--- config.mk ---
export PLATFORM = sky130hd
export DESIGN_NAME = ring_queue_index_manager_flat
export DESIGN_NICKNAME = d
export VERILOG_FILES = /design/src/rtl/rqim_pkg.sv /design/src/rtl/rqim_if.sv /design/src/rtl/ring_queue_index_manager.sv /design/src/rtl/rqim_step.sv /design/src/flat_wrapper.sv
export SDC_FILE = /design/constraint.sdc
export NUM_CORES = 1
export LEC_CHECK = 0
export ABC_AREA = 1
export BUFFER_PORTS_ARGS = -buffer_cell sky130_fd_sc_hd__buf_4
export CORE_UTILIZATION = 60
export CTS_CLUSTER_DIAMETER = 50
export CTS_CLUSTER_SIZE = 40
export DETAILED_ROUTE_END_ITERATION = 7
export GPL_ROUTABILITY_DRIVEN = 0
export PLACE_DENSITY = 0.81
export SYNTH_ARGS = -nofsm -noshare
export SYNTH_HDL_FRONTEND = slang
export SYNTH_HIERARCHICAL = 1
export SYNTH_SLANG_ARGS = --single-unit
--- constraint.sdc ---
create_clock -name clk -period 7.31 [get_ports clk]
set_clock_uncertainty 0.05 [all_clocks]
set_input_delay 0.731 -clock clk [delete_from_list [all_inputs] [get_ports clk]]
set_output_delay 0.731 -clock clk [all_outputs]
set_load 0.02 [all_outputs]
--- src/rtl/rqim_pkg.sv ---
// Shared widths, action codes, structs and helpers of the ring queue index manager.
// Depends on nothing; used by the interfaces, the step logic, the top level and the checker.
package rqim_pkg;

    localparam int MAX_SLOTS = 1024;
    localparam int POS_W     = $clog2(MAX_SLOTS);
    localparam int CNT_W     = POS_W + 1;
    localparam int SUM_W     = CNT_W + 1;
    localparam int ACTION_W  = 3;

    localparam logic [CNT_W-1:0] MAX_SLOTS_C = CNT_W'(MAX_SLOTS);

    localparam logic [ACTION_W-1:0] ACT_RESERVE   = 3'd0;
    localparam logic [ACTION_W-1:0] ACT_COMMIT    = 3'd1;
    localparam logic [ACTION_W-1:0] ACT_CONSUME   = 3'd2;
    localparam logic [ACTION_W-1:0] ACT_PEEK_SPAN = 3'd3;
    localparam logic [ACTION_W-1:0] ACT_PEEK_IDX  = 3'd4;

    typedef struct packed {
        logic [ACTION_W-1:0] action;
        logic [CNT_W-1:0]    count;
        logic [POS_W-1:0]    element_index;
    } rqim_item_t;

    typedef struct packed {
        logic             accepted;
        logic [POS_W-1:0] offset_a;
        logic [CNT_W-1:0] length_a;
        logic [POS_W-1:0] offset_b;
        logic [CNT_W-1:0] length_b;
        logic [CNT_W-1:0] amount;
        logic [POS_W-1:0] clamped_index;
        logic [CNT_W-1:0] fill_count;
        logic [CNT_W-1:0] free_count;
        logic             error;
    } rqim_result_t;

    typedef struct packed {
        logic [CNT_W-1:0] capacity;
        logic [POS_W-1:0] write_pos;
        logic [POS_W-1:0] read_pos;
        logic [CNT_W-1:0] fill;
    } rqim_state_t;

    function automatic logic [CNT_W-1:0] clamp_capacity(input logic [CNT_W-1:0] value);
        logic [CNT_W-1:0] result;
        if (value == '0)
        begin
            result = CNT_W'(1);
        end
        else if (value > MAX_SLOTS_C)
        begin
            result = MAX_SLOTS_C;
        end
        else
        begin
            result = value;
        end
        return result;
    endfunction

endpackage

--- src/rtl/rqim_if.sv ---
// Valid/ready channel interfaces for requests, results and the capacity write.
// Depends on rqim_pkg for widths.
interface rqim_req_if;
    import rqim_pkg::*;

    logic                valid;
    logic                ready;
    logic [ACTION_W-1:0] action;
    logic [CNT_W-1:0]    count;
    logic [POS_W-1:0]    element_index;

    modport source (output valid, output action, output count, output element_index,
                    input ready);
    modport sink (input valid, input action, input count, input element_index,
                  output ready);
endinterface

interface rqim_rsp_if;
    import rqim_pkg::*;

    logic             valid;
    logic             ready;
    logic             accepted;
    logic [POS_W-1:0] offset_a;
    logic [CNT_W-1:0] length_a;
    logic [POS_W-1:0] offset_b;
    logic [CNT_W-1:0] length_b;
    logic [CNT_W-1:0] amount;
    logic [POS_W-1:0] clamped_index;
    logic [CNT_W-1:0] fill_count;
    logic [CNT_W-1:0] free_count;
    logic             error;

    modport source (output valid, output accepted, output offset_a, output length_a,
                    output offset_b, output length_b, output amount, output clamped_index,
                    output fill_count, output free_count, output error, input ready);
    modport sink (input valid, input accepted, input offset_a, input length_a,
                  input offset_b, input length_b, input amount, input clamped_index,
                  input fill_count, input free_count, input error, output ready);
endinterface

interface rqim_cfg_if;
    import rqim_pkg::*;

    logic             valid;
    logic             ready;
    logic [CNT_W-1:0] capacity;

    modport source (output valid, output capacity, input ready);
    modport sink (input valid, input capacity, output ready);
endinterface

--- src/rtl/ring_queue_index_manager.sv ---
//  channel | modport      | transfer moves
//  cfg     | rqim_cfg_if  | new capacity, resets the queue pointers
//  req     | rqim_req_if  | one action with count and element index
//  rsp     | rqim_rsp_if  | one result for each request
// A request is registered on transfer and evaluated from that register into the result
// register when that is free or being read; one request per cycle while results are taken.
// The pointer state is updated in the cycle a request moves into the result register.
// Reset sets capacity to 1024 and all pointers and the fill count to zero.
// A stalled result holds the request register, which then stalls the request side.
// Ring queue index manager top level; depends on rqim_pkg, the interfaces and rqim_step.
module ring_queue_index_manager (
    input logic         clk,
    input logic         rst_n,
    rqim_cfg_if.sink    cfg,
    rqim_req_if.sink    req,
    rqim_rsp_if.source  rsp
);
    import rqim_pkg::*;

    rqim_item_t   item_reg;
    logic         item_valid_reg;
    rqim_result_t result_reg;
    rqim_result_t result_next;
    logic         result_valid_reg;
    rqim_state_t  state_reg;
    rqim_state_t  state_next;
    logic         advance;
    logic         req_take;

    assign advance   = item_valid_reg && (!result_valid_reg || rsp.ready);
    assign req.ready = !item_valid_reg || advance;
    assign req_take  = req.valid && req.ready;
    assign cfg.ready = 1'b1;

    rqim_step u_step (
        .state      (state_reg),
        .item       (item_reg),
        .result     (result_next),
        .state_next (state_next)
    );

    always_ff @(posedge clk or negedge rst_n)
    begin
        if (!rst_n)
        begin
            item_valid_reg   <= 1'b0;
            result_valid_reg <= 1'b0;
            state_reg        <= '{capacity: MAX_SLOTS_C, write_pos: '0, read_pos: '0,
                                  fill: '0};
        end
        else
        begin
            if (req.ready)
            begin
                item_valid_reg <= req.valid;
            end
            if (advance)
            begin
                result_valid_reg <= 1'b1;
            end
            else if (rsp.ready)
            begin
                result_valid_reg <= 1'b0;
            end
            if (cfg.valid)
            begin
                state_reg <= '{capacity: clamp_capacity(cfg.capacity), write_pos: '0,
                               read_pos: '0, fill: '0};
            end
            else if (advance)
            begin
                state_reg <= state_next;
            end
        end
    end

    always_ff @(posedge clk)
    begin
        if (req_take)
        begin
            item_reg <= '{action: req.action, count: req.count,
                          element_index: req.element_index};
        end
        if (advance)
        begin
            result_reg <= result_next;
        end
    end

    assign rsp.valid         = result_valid_reg;
    assign rsp.accepted      = result_reg.accepted;
    assign rsp.offset_a      = result_reg.offset_a;
    assign rsp.length_a      = result_reg.length_a;
    assign rsp.offset_b      = result_reg.offset_b;
    assign rsp.length_b      = result_reg.length_b;
    assign rsp.amount        = result_reg.amount;
    assign rsp.clamped_index = result_reg.clamped_index;
    assign rsp.fill_count    = result_reg.fill_count;
    assign rsp.free_count    = result_reg.free_count;
    assign rsp.error         = result_reg.error;

endmodule

--- src/rtl/rqim_step.sv ---
// Combinational evaluation of one queue action against the current pointer state.
// Depends on rqim_pkg for types and action codes.
module rqim_step (
    input  rqim_pkg::rqim_state_t  state,
    input  rqim_pkg::rqim_item_t   item,
    output rqim_pkg::rqim_result_t result,
    output rqim_pkg::rqim_state_t  state_next
);
    import rqim_pkg::*;

    logic [SUM_W-1:0] cap_ext;
    logic [SUM_W-1:0] wp_sum;
    logic [SUM_W-1:0] fill_sum;
    logic [CNT_W-1:0] clamped;
    logic [SUM_W-1:0] rp_sum;
    logic             rp_wraps;
    logic [SUM_W-1:0] rp_wrapped;
    logic             idx_past_end;
    logic [CNT_W-1:0] fill_less;
    logic [POS_W-1:0] use_index;
    logic [SUM_W-1:0] idx_sum;
    logic [SUM_W-1:0] idx_wrapped;

    always_comb
    begin
        cap_ext      = {1'b0, state.capacity};
        wp_sum       = {2'b00, state.write_pos} + {1'b0, item.count};
        fill_sum     = {1'b0, state.fill} + {1'b0, item.count};
        clamped      = (item.count < state.fill) ? item.count : state.fill;
        rp_sum       = {2'b00, state.read_pos} + {1'b0, clamped};
        rp_wraps     = rp_sum >= cap_ext;
        rp_wrapped   = rp_wraps ? (rp_sum - cap_ext) : rp_sum;
        fill_less    = state.fill - CNT_W'(1);
        idx_past_end = {1'b0, item.element_index} >= state.fill;
        use_index    = idx_past_end ? fill_less[POS_W-1:0] : item.element_index;
        idx_sum      = {2'b00, state.read_pos} + {2'b00, use_index};
        idx_wrapped  = (idx_sum >= cap_ext) ? (idx_sum - cap_ext) : idx_sum;

        state_next = state;
        result     = '0;

        case (item.action)
            ACT_RESERVE:
            begin
                if (state.fill != state.capacity)
                begin
                    result.accepted = 1'b1;
                    result.offset_a = state.write_pos;
                end
            end
            ACT_COMMIT:
            begin
                if ((wp_sum > cap_ext) || (fill_sum > cap_ext))
                begin
                    result.error = 1'b1;
                end
                else
                begin
                    state_next.write_pos = (wp_sum == cap_ext) ? '0 : wp_sum[POS_W-1:0];
                    state_next.fill      = fill_sum[CNT_W-1:0];
                end
            end
            ACT_CONSUME:
            begin
                state_next.read_pos = rp_wrapped[POS_W-1:0];
                state_next.fill     = state.fill - clamped;
                result.amount       = clamped;
                result.offset_a     = rp_wrapped[POS_W-1:0];
            end
            ACT_PEEK_SPAN:
            begin
                result.offset_a = state.read_pos;
                result.amount   = state.fill;
                if (rp_wraps)
                begin
                    result.length_a = state.capacity - {1'b0, state.read_pos};
                    result.length_b = rp_wrapped[CNT_W-1:0];
                end
                else
                begin
                    result.length_a = clamped;
                end
            end
            ACT_PEEK_IDX:
            begin
                if (state.fill != '0)
                begin
                    result.accepted      = 1'b1;
                    result.offset_a      = idx_wrapped[POS_W-1:0];
                    result.amount        = idx_past_end ? fill_less : state.fill;
                    result.clamped_index = use_index;
                end
            end
            default:
            begin
                state_next = state;
            end
        endcase

        result.fill_count = state_next.fill;
        result.free_count = state_next.capacity - state_next.fill;
    end

endmodule

--- src/flat_wrapper.sv ---
// flat-port wrapper written by rule: the top's interface ports become plain ports
module ring_queue_index_manager_flat import rqim_pkg::*;
  (clk, rst_n, cfg_valid, cfg_capacity, cfg_ready, req_valid, req_action, req_count, req_element_index, req_ready, rsp_valid, rsp_accepted, rsp_offset_a, rsp_length_a, rsp_offset_b, rsp_length_b, rsp_amount, rsp_clamped_index, rsp_fill_count, rsp_free_count, rsp_error, rsp_ready);
  rqim_cfg_if cfg_i ();
  rqim_req_if req_i ();
  rqim_rsp_if rsp_i ();
  input logic clk;
  input logic rst_n;
  input wire logic [$bits(cfg_i.valid)-1:0] cfg_valid;
  input wire logic [$bits(cfg_i.capacity)-1:0] cfg_capacity;
  output wire logic [$bits(cfg_i.ready)-1:0] cfg_ready;
  input wire logic [$bits(req_i.valid)-1:0] req_valid;
  input wire logic [$bits(req_i.action)-1:0] req_action;
  input wire logic [$bits(req_i.count)-1:0] req_count;
  input wire logic [$bits(req_i.element_index)-1:0] req_element_index;
  output wire logic [$bits(req_i.ready)-1:0] req_ready;
  output wire logic [$bits(rsp_i.valid)-1:0] rsp_valid;
  output wire logic [$bits(rsp_i.accepted)-1:0] rsp_accepted;
  output wire logic [$bits(rsp_i.offset_a)-1:0] rsp_offset_a;
  output wire logic [$bits(rsp_i.length_a)-1:0] rsp_length_a;
  output wire logic [$bits(rsp_i.offset_b)-1:0] rsp_offset_b;
  output wire logic [$bits(rsp_i.length_b)-1:0] rsp_length_b;
  output wire logic [$bits(rsp_i.amount)-1:0] rsp_amount;
  output wire logic [$bits(rsp_i.clamped_index)-1:0] rsp_clamped_index;
  output wire logic [$bits(rsp_i.fill_count)-1:0] rsp_fill_count;
  output wire logic [$bits(rsp_i.free_count)-1:0] rsp_free_count;
  output wire logic [$bits(rsp_i.error)-1:0] rsp_error;
  input wire logic [$bits(rsp_i.ready)-1:0] rsp_ready;
  assign cfg_i.valid = cfg_valid;
  assign cfg_i.capacity = cfg_capacity;
  assign cfg_ready = cfg_i.ready;
  assign req_i.valid = req_valid;
  assign req_i.action = req_action;
  assign req_i.count = req_count;
  assign req_i.element_index = req_element_index;
  assign req_ready = req_i.ready;
  assign rsp_valid = rsp_i.valid;
  assign rsp_accepted = rsp_i.accepted;
  assign rsp_offset_a = rsp_i.offset_a;
  assign rsp_length_a = rsp_i.length_a;
  assign rsp_offset_b = rsp_i.offset_b;
  assign rsp_length_b = rsp_i.length_b;
  assign rsp_amount = rsp_i.amount;
  assign rsp_clamped_index = rsp_i.clamped_index;
  assign rsp_fill_count = rsp_i.fill_count;
  assign rsp_free_count = rsp_i.free_count;
  assign rsp_error = rsp_i.error;
  assign rsp_i.ready = rsp_ready;
  ring_queue_index_manager u_core (.clk(clk), .rst_n(rst_n), .cfg(cfg_i), .req(req_i), .rsp(rsp_i));
endmodule
==> metrics, run 1 <==
Layout Nets=1862; library cell used as clock root buffer=clkbuf_16; synthesized instance count=1577; Inserted Diodes=0; Remaining DRCs=0; outcome=finished, final reports clean; post-route fraction of the period consumed by the critical path=90.3%; part of the power in the clock network=23.4%; number of antenna violations at the first check in global routing=0; max-slew headroom at the worst pin=about 18%; filler cell count=1636; CP max stage delay=0.80 ns; final antenna-violating net count=0; placed cell count=1927; Final Non-Filler Cells=1959; static leakage power=0.00696 uW; Req. time, crit path=about 7.4 ns; Reg clk slew, reported paths=about 0.07 ns; GRT Util Overall=36.0%; final number of hold-violating endpoints=0; Finished Cell Area=14300 sq um; largest net degree at the start of global routing=75; maximum fanout along the worst path=20; Setup crit start kind=flop; total internal power=2220 uW; worst-case vdd ir drop=0.000175 V; Slew @ Worst Pin=1.23 ns; syn_area_per_cell=just over 8 sq um; number of failing setup endpoints in the final timing report=0; post-cts hold buffer count=0; Detailed Routing Iterations Pass 1=7; net switching power of the design=1680 uW; vias post-DR=12100; sort of element at the end of the critical path=flop; number of global-route vias before repair=approximately 11000; crit path buf inv count=6; flip-flop count of the largest register after layout=42; routed length on met1=14.4 mm; register area share after synthesis=34.8%; cells resized by post-CTS repair=0; chip height=between 100 and 150 um; standard cell area after detailed placement=approximately 14000 sq um; Switching Fraction=43.0%; met3 routed wirelength=4.98 mm; overflow left after global routing=0; initial core utilization=62.1%; cell mode on critical path=inv_1; first-pass GRT wire length=58.9 mm; flip-flop and latch count after synthesis=~160; aggregate negative setup slack=0 ns; share of layout cells above drive strength 1=14.6%; relative contribution of combinational cells to total power=46.5%; depth of the CTS H-tree=4; Core ar.=20500 sq um; total of buffers placed on input and output ports=128; number of distinct standard cells referenced by the synthesized netlist=57; top layer in use=met4; area of the die=around 22000 sq um; clock tree from TritonCTS=yes; Max Clock Freq=151 MHz; number of max-cap violations=0; clock sinks=155; DRT Wirelength=38.8 mm; mapped cell area=12700 sq um; minimum clock period=6.60 ns; buffer levels on the longest clock path=2; power per cell area=272 nW/um^2; minimum hold slack=~0.27 ns; kind of cell adding the most delay to the critical path=simple AND/OR/NAND/NOR gates; type of the setup path with the least slack=flop to flop; unrepaired setup endpoints after global routing=no; number of warnings printed during yosys synthesis=6; sequential power share=30.2%; routed length on met2=16.7 mm; Die X-Extent=~150 um; Arrival @ worst endpoint=6.72 ns; I/O pin cnt=130; Wirelength per Cell=19.8 um; clock latency reported for the late side of the worst-skew pair=0.44 ns; number of setup buffers added after CTS=0; sum of net half-perimeters after detailed placement=28.9 mm; DRT iter0 DRCs=1737; max-slew violation count=0; ratio of routed vias to standard cells=6.17; number of buffers inserted during clock tree synthesis=17; standard cell with the maximum stage delay on the critical path=o21ai_0; worst min-delay path category=input port to asynchronous set/reset pin; synthesis-to-finish area growth=12.5%; number of cell rows=52
==> final timing paths <==
check | to | cells after the start | slack, ns | start
setup reg to reg | u_core/rsp.offset_a[7] | 26 | 0.71 | u_core/state_reg[6]
max in group asynchronous | u_core/state_reg[31] | 1 | 6.49 | rst_n
hold / removal | u_core/rsp.valid | 1 | 0.27 | rst_n
min in group clk | u_core/item_reg[15] | 1 | 0.42 | req_count[5]
hold reg to reg | u_core/rsp.valid | 2 | 0.46 | u_core/item_valid_reg
setup / recovery | u_core/rsp.offset_a[7] | 26 | 0.71 | u_core/state_reg[6]
==> final cells by class <==
class                      instances  area [sq um]  area share [%]
clock buffer                      18           429            3.00
timing repair buffer             145          1090            7.60
tap                              270           338            2.36
sequential                       155          4440            31.0
inverter                         219           822            5.74
clock inverter                    14           163            1.14
multi-input combinational       1138          7050            49.2
==> layout by cell type (no fill, tap or decap), types with 19 or more instances in the layout <==
master	synthesis	routed
nor2_1	105	105
buf_4	35	145
o21ai_0	77	77
xor2_1	57	57
dfrtp_1	43	43
a21oi_1	115	115
nand2_1	304	304
edfxtp_1	111	111
nand3_1	108	108
nor3_1	19	19
inv_1	206	206
ha_1	137	137
==> stage by stage <==
| step | power [uW] | utilization (%) | setup slack, ns |
|---|---|---|---|
| after floorplan | 2450 | - | 1.94 |
| after global placement | 2880 | 67.0 | 1.17 |
| after detailed placement | 2930 | 67.0 | 1.08 |
| after CTS | 3840 | 69.9 | 1.03 |
| after global routing | 4110 | 69.9 | 0.386 |
| final | 3900 | 69.9 | 0.709 |
==> synth_stat cells (all sizes together) <==
master   number  area (sq um)
a21oi       121           636
xnor2        15           131
dfrtp        43          1080
nand2       313          1200
o21bai       15           120
o22ai        12          75.1
a21boi        2          15.0
conb          2          7.51
o221ai       12           105
nand3       110           561
fa            9           180
nand3b       13           113
edfxtp      111          3330
nand4        15           100
o21a          1          7.51
a31oi         7          43.8
o21ai       101           554
a21o          7          52.6
a211oi        5          37.5
a41o          1          10.0
clkbuf       17          65.1
nor2        112           448
nor3         21           115
buf          57           398
xor2         57           499
o211ai       18           135
ha          137          1710
nor4          8          50.1
o31ai         1          7.51
inv         217           815
or2          10          62.6
and2          2          15.0
o2111ai       1          8.76
clkinv        2          7.51
dfstp         1          26.3
a31o          1          8.76
==> metal layers <==
metal | track usage [%] | vias up
li1 | - | 5496
met1 | 46.0 | 5514
met2 | 53.8 | 878
met3 | 9.60 | 199
met4 | 23.5 | 0
met5 | 0 | -
==> cell families after synthesis <==
logic type,share of synthesized area [%]
compound gates,14.3
xor+xnor,4.95
fa+ha+maj,14.9
buf+inv,10.1
flops,34.8
other cells,0.0590
simple gates,20.9
==> worst reg2reg max path, cell delays in order, from the launching register on <==
cell and delay, ns:
dfrtp_1 0.61, inv_1 0.17, ha_1 0.34, a21oi_1 0.17
o21ai_0 0.10, a21oi_1 0.15, nand3_1 0.31, buf_4 0.32
o21ai_0 0.80, inv_1 0.13, ha_1 0.32, nand3_1 0.08
nand2_1 0.17, nand4_1 0.10, o211ai_1 0.14, xor2_1 0.23
inv_1 0.06, ha_1 0.32, inv_1 0.08, nor3_1 0.16
inv_1 0.08, nor3_1 0.24, nand4_1 0.14, nand3_1 0.50
a21oi_1 0.15, a21oi_1 0.29, nand2_1 0.12
==> power groups by stage <==
stage	Combinational (uW)	Clock (uW)	Sequential, uW
final	1810	913	1180
after CTS	1750	918	1170
after global placement	1690	0	1190
after global routing	1970	951	1180
after detailed placement	1740	0	1190
after floorplan	1200	0	1250
(Power assumes the default switching activity.)
==> run 2: changes to the inputs <==
--- a/config.mk
+++ b/config.mk
@@ -12,6 +12,7 @@
 export CTS_CLUSTER_SIZE = 40
 export DETAILED_ROUTE_END_ITERATION = 7
 export GPL_ROUTABILITY_DRIVEN = 0
+export MAX_ROUTING_LAYER = met4
 export PLACE_DENSITY = 0.81
 export SYNTH_ARGS = -nofsm -noshare
 export SYNTH_HDL_FRONTEND = slang
==> run 2 against run 1 <==
Combinational power about the same. Global-route usage is 1.1 points higher. Largest power group unchanged. Core utilization barely moved. Via count about the same. Setup slack worse by 0.014 ns. Largest cell class unchanged. Register-to-register slack about the same. Critical path depth stayed put.
==> metrics, run 2 (synthesized netlist as in run 1, its figures left out) <==
outcome=finished, final reports clean; depth of the CTS H-tree=4 (unchanged); Core ar.=20500 sq um (unchanged); overflow left after global routing=0 (unchanged); largest net degree at the start of global routing=75 (unchanged); unrepaired setup endpoints after global routing=no; area of the die=21800 sq um (unchanged); worst min-delay path category=input port to asynchronous set/reset pin; number of buffers inserted during clock tree synthesis=17 (unchanged); Layout Nets=1862 (unchanged); number of cell rows=52 (unchanged); final number of hold-violating endpoints=0 (unchanged); chip height=148 um (unchanged); vias post-DR=12100 (-0.091%); number of failing setup endpoints in the final timing report=0 (unchanged); sum of net half-perimeters after detailed placement=28.9 mm (unchanged); Req. time, crit path=7.43 ns (about the same); Arrival @ worst endpoint=6.73 ns (about the same); maximum fanout along the worst path=20 (unchanged); Slew @ Worst Pin=1.24 ns (+0.00237 ns); initial core utilization=62.1% (unchanged); DRT Wirelength=38.7 mm (-0.23%); Remaining DRCs=0 (unchanged); Reg clk slew, reported paths=0.07 ns (about the same); final antenna-violating net count=0 (unchanged); buffer levels on the longest clock path=2 (unchanged); clock sinks=155 (unchanged); share of layout cells above drive strength 1=14.6% (unchanged); sort of element at the end of the critical path=flop; end-of-flow core utilization=69.9% (about the same); Final Non-Filler Cells=1960 (+0.051%); worst-case vdd ir drop=0.000176 V (+0.57%); total of buffers placed on input and output ports=128 (unchanged); number of global-route vias before repair=10900 (-0.29%); ratio of routed vias to standard cells=6.16 (-0.14%); power per cell area=272 nW/um^2 (-0.13%); max-slew headroom at the worst pin=17.5% (-0.16 points); Finished Cell Area=14300 sq um (about the same); DRT iter0 DRCs=1777 (+2.3%); Wirelength per Cell=19.8 um (-0.28%); Setup crit start kind=flop; cells resized by post-CTS repair=0 (unchanged); minimum clock period=6.62 ns (+0.0144 ns); post-route fraction of the period consumed by the critical path=90.5% (+0.20 points); clock tree from TritonCTS=yes; post-cts hold buffer count=0 (unchanged); Die X-Extent=148 um (unchanged); aggregate negative setup slack=0 ns (unchanged); synthesis-to-finish area growth=12.5% (about the same); max-slew violation count=0 (unchanged); leading cell types in the layout, fill and taps excluded=nand2_1, inv_1, buf_4, ha_1, a21oi_1; library cell used as clock root buffer=clkbuf_16; standard cell area after detailed placement=13700 sq um (unchanged); most common cell after layout, fill and taps aside=nand2_1; Detailed Routing Iterations Pass 1=8 (+1); first-pass GRT wire length=58.9 mm (about the same); number of setup buffers added after CTS=0 (unchanged); number of max-cap violations=0 (unchanged); type of the setup path with the least slack=flop to flop; Max Clock Freq=151 MHz (-0.22%); placed cell count=1927 (unchanged); Post-Place Setup Slack=1.08 ns (unchanged); post-layout worst setup margin=0.695 ns (-0.0144 ns); flip-flop count of the largest register after layout=42 (unchanged); number of antenna violations at the first check in global routing=1 (+1); clock latency reported for the late side of the worst-skew pair=0.44 ns (about the same); static leakage power=0.00696 uW (about the same); I/O pin cnt=130 (unchanged); GRT Util Overall=37.0% (+1.1 points)
[run 2: cell types whose count changed in the layout (fill, tap and decap cells not counted), sizes merged]
cell,before,now
diode,0,1
[run 2: routing by layer]
layer  global-route usage [%]  share of wire [%]  up-vias
met1                     46.6                 37     5496
met3                     8.40                 12      210
met2                     53.9                 43      880
li1                         -                  -     5490
met5                        -                  0        -
met4                     23.5                6.9        0
[run 2: final timing paths]
kind,from,end,slack [ns],cells after the start
hold reg to reg,u_core/item_valid_reg,u_core/rsp.valid,0.46,2
setup reg to reg,u_core/state_reg[6],u_core/rsp.offset_a[7],0.69,26
max in group asynchronous,rst_n,u_core/state_reg[35],6.49,1
min in group clk,req_element_index[8],u_core/item_reg[8],0.42,1
hold / removal,rst_n,u_core/rsp.valid,0.27,1
setup / recovery,u_core/state_reg[6],u_core/rsp.offset_a[7],0.69,26
[run 2: layout make-up]
type,count,area (sq um)
Multi-Input combinational cell,1138,7050
Fill cell,1637,6170
Sequential cell,155,4440
Timing Repair Buffer,145,1090
Inverter,219,822
Clock buffer,18,429
Tap cell,270,338
Clock inverter,14,163
Antenna cell,1,2.50
[run 2: critical path: stages, from the launching register on]
cell	delay, ns
dfrtp_1	0.61
inv_1	0.17
ha_1	0.34
a21oi_1	0.19
o21ai_0	0.11
a21oi_1	0.14
nand3_1	0.32
buf_4	0.33
o21ai_0	0.78
inv_1	0.13
ha_1	0.32
nand3_1	0.08
nand2_1	0.16
nand4_1	0.10
o211ai_1	0.14
xor2_1	0.23
inv_1	0.06
ha_1	0.33
inv_1	0.08
nor3_1	0.17
inv_1	0.09
nor3_1	0.22
nand4_1	0.14
nand3_1	0.50
a21oi_1	0.14
a21oi_1	0.30
nand2_1	0.12
[run 2: per-stage QoR]
stage          hold slack, ns  total power (uW)
2_1_floorplan           0.385              2450
4_1_cts                 0.281              3840
3_5_place_dp            0.442              2930
5_1_grt                 0.295              4110
3_3_place_gp            0.425              2880
6_report                0.273              3900
[run 2: power breakdown]
group | switching, uW | internal (uW) | total (uW) | leakage [uW]
Clock | 398 | 512 | 910 | 0.000282
Combinational | 1190 | 627 | 1810 | 0.00501
Sequential | 91.4 | 1080 | 1180 | 0.00167
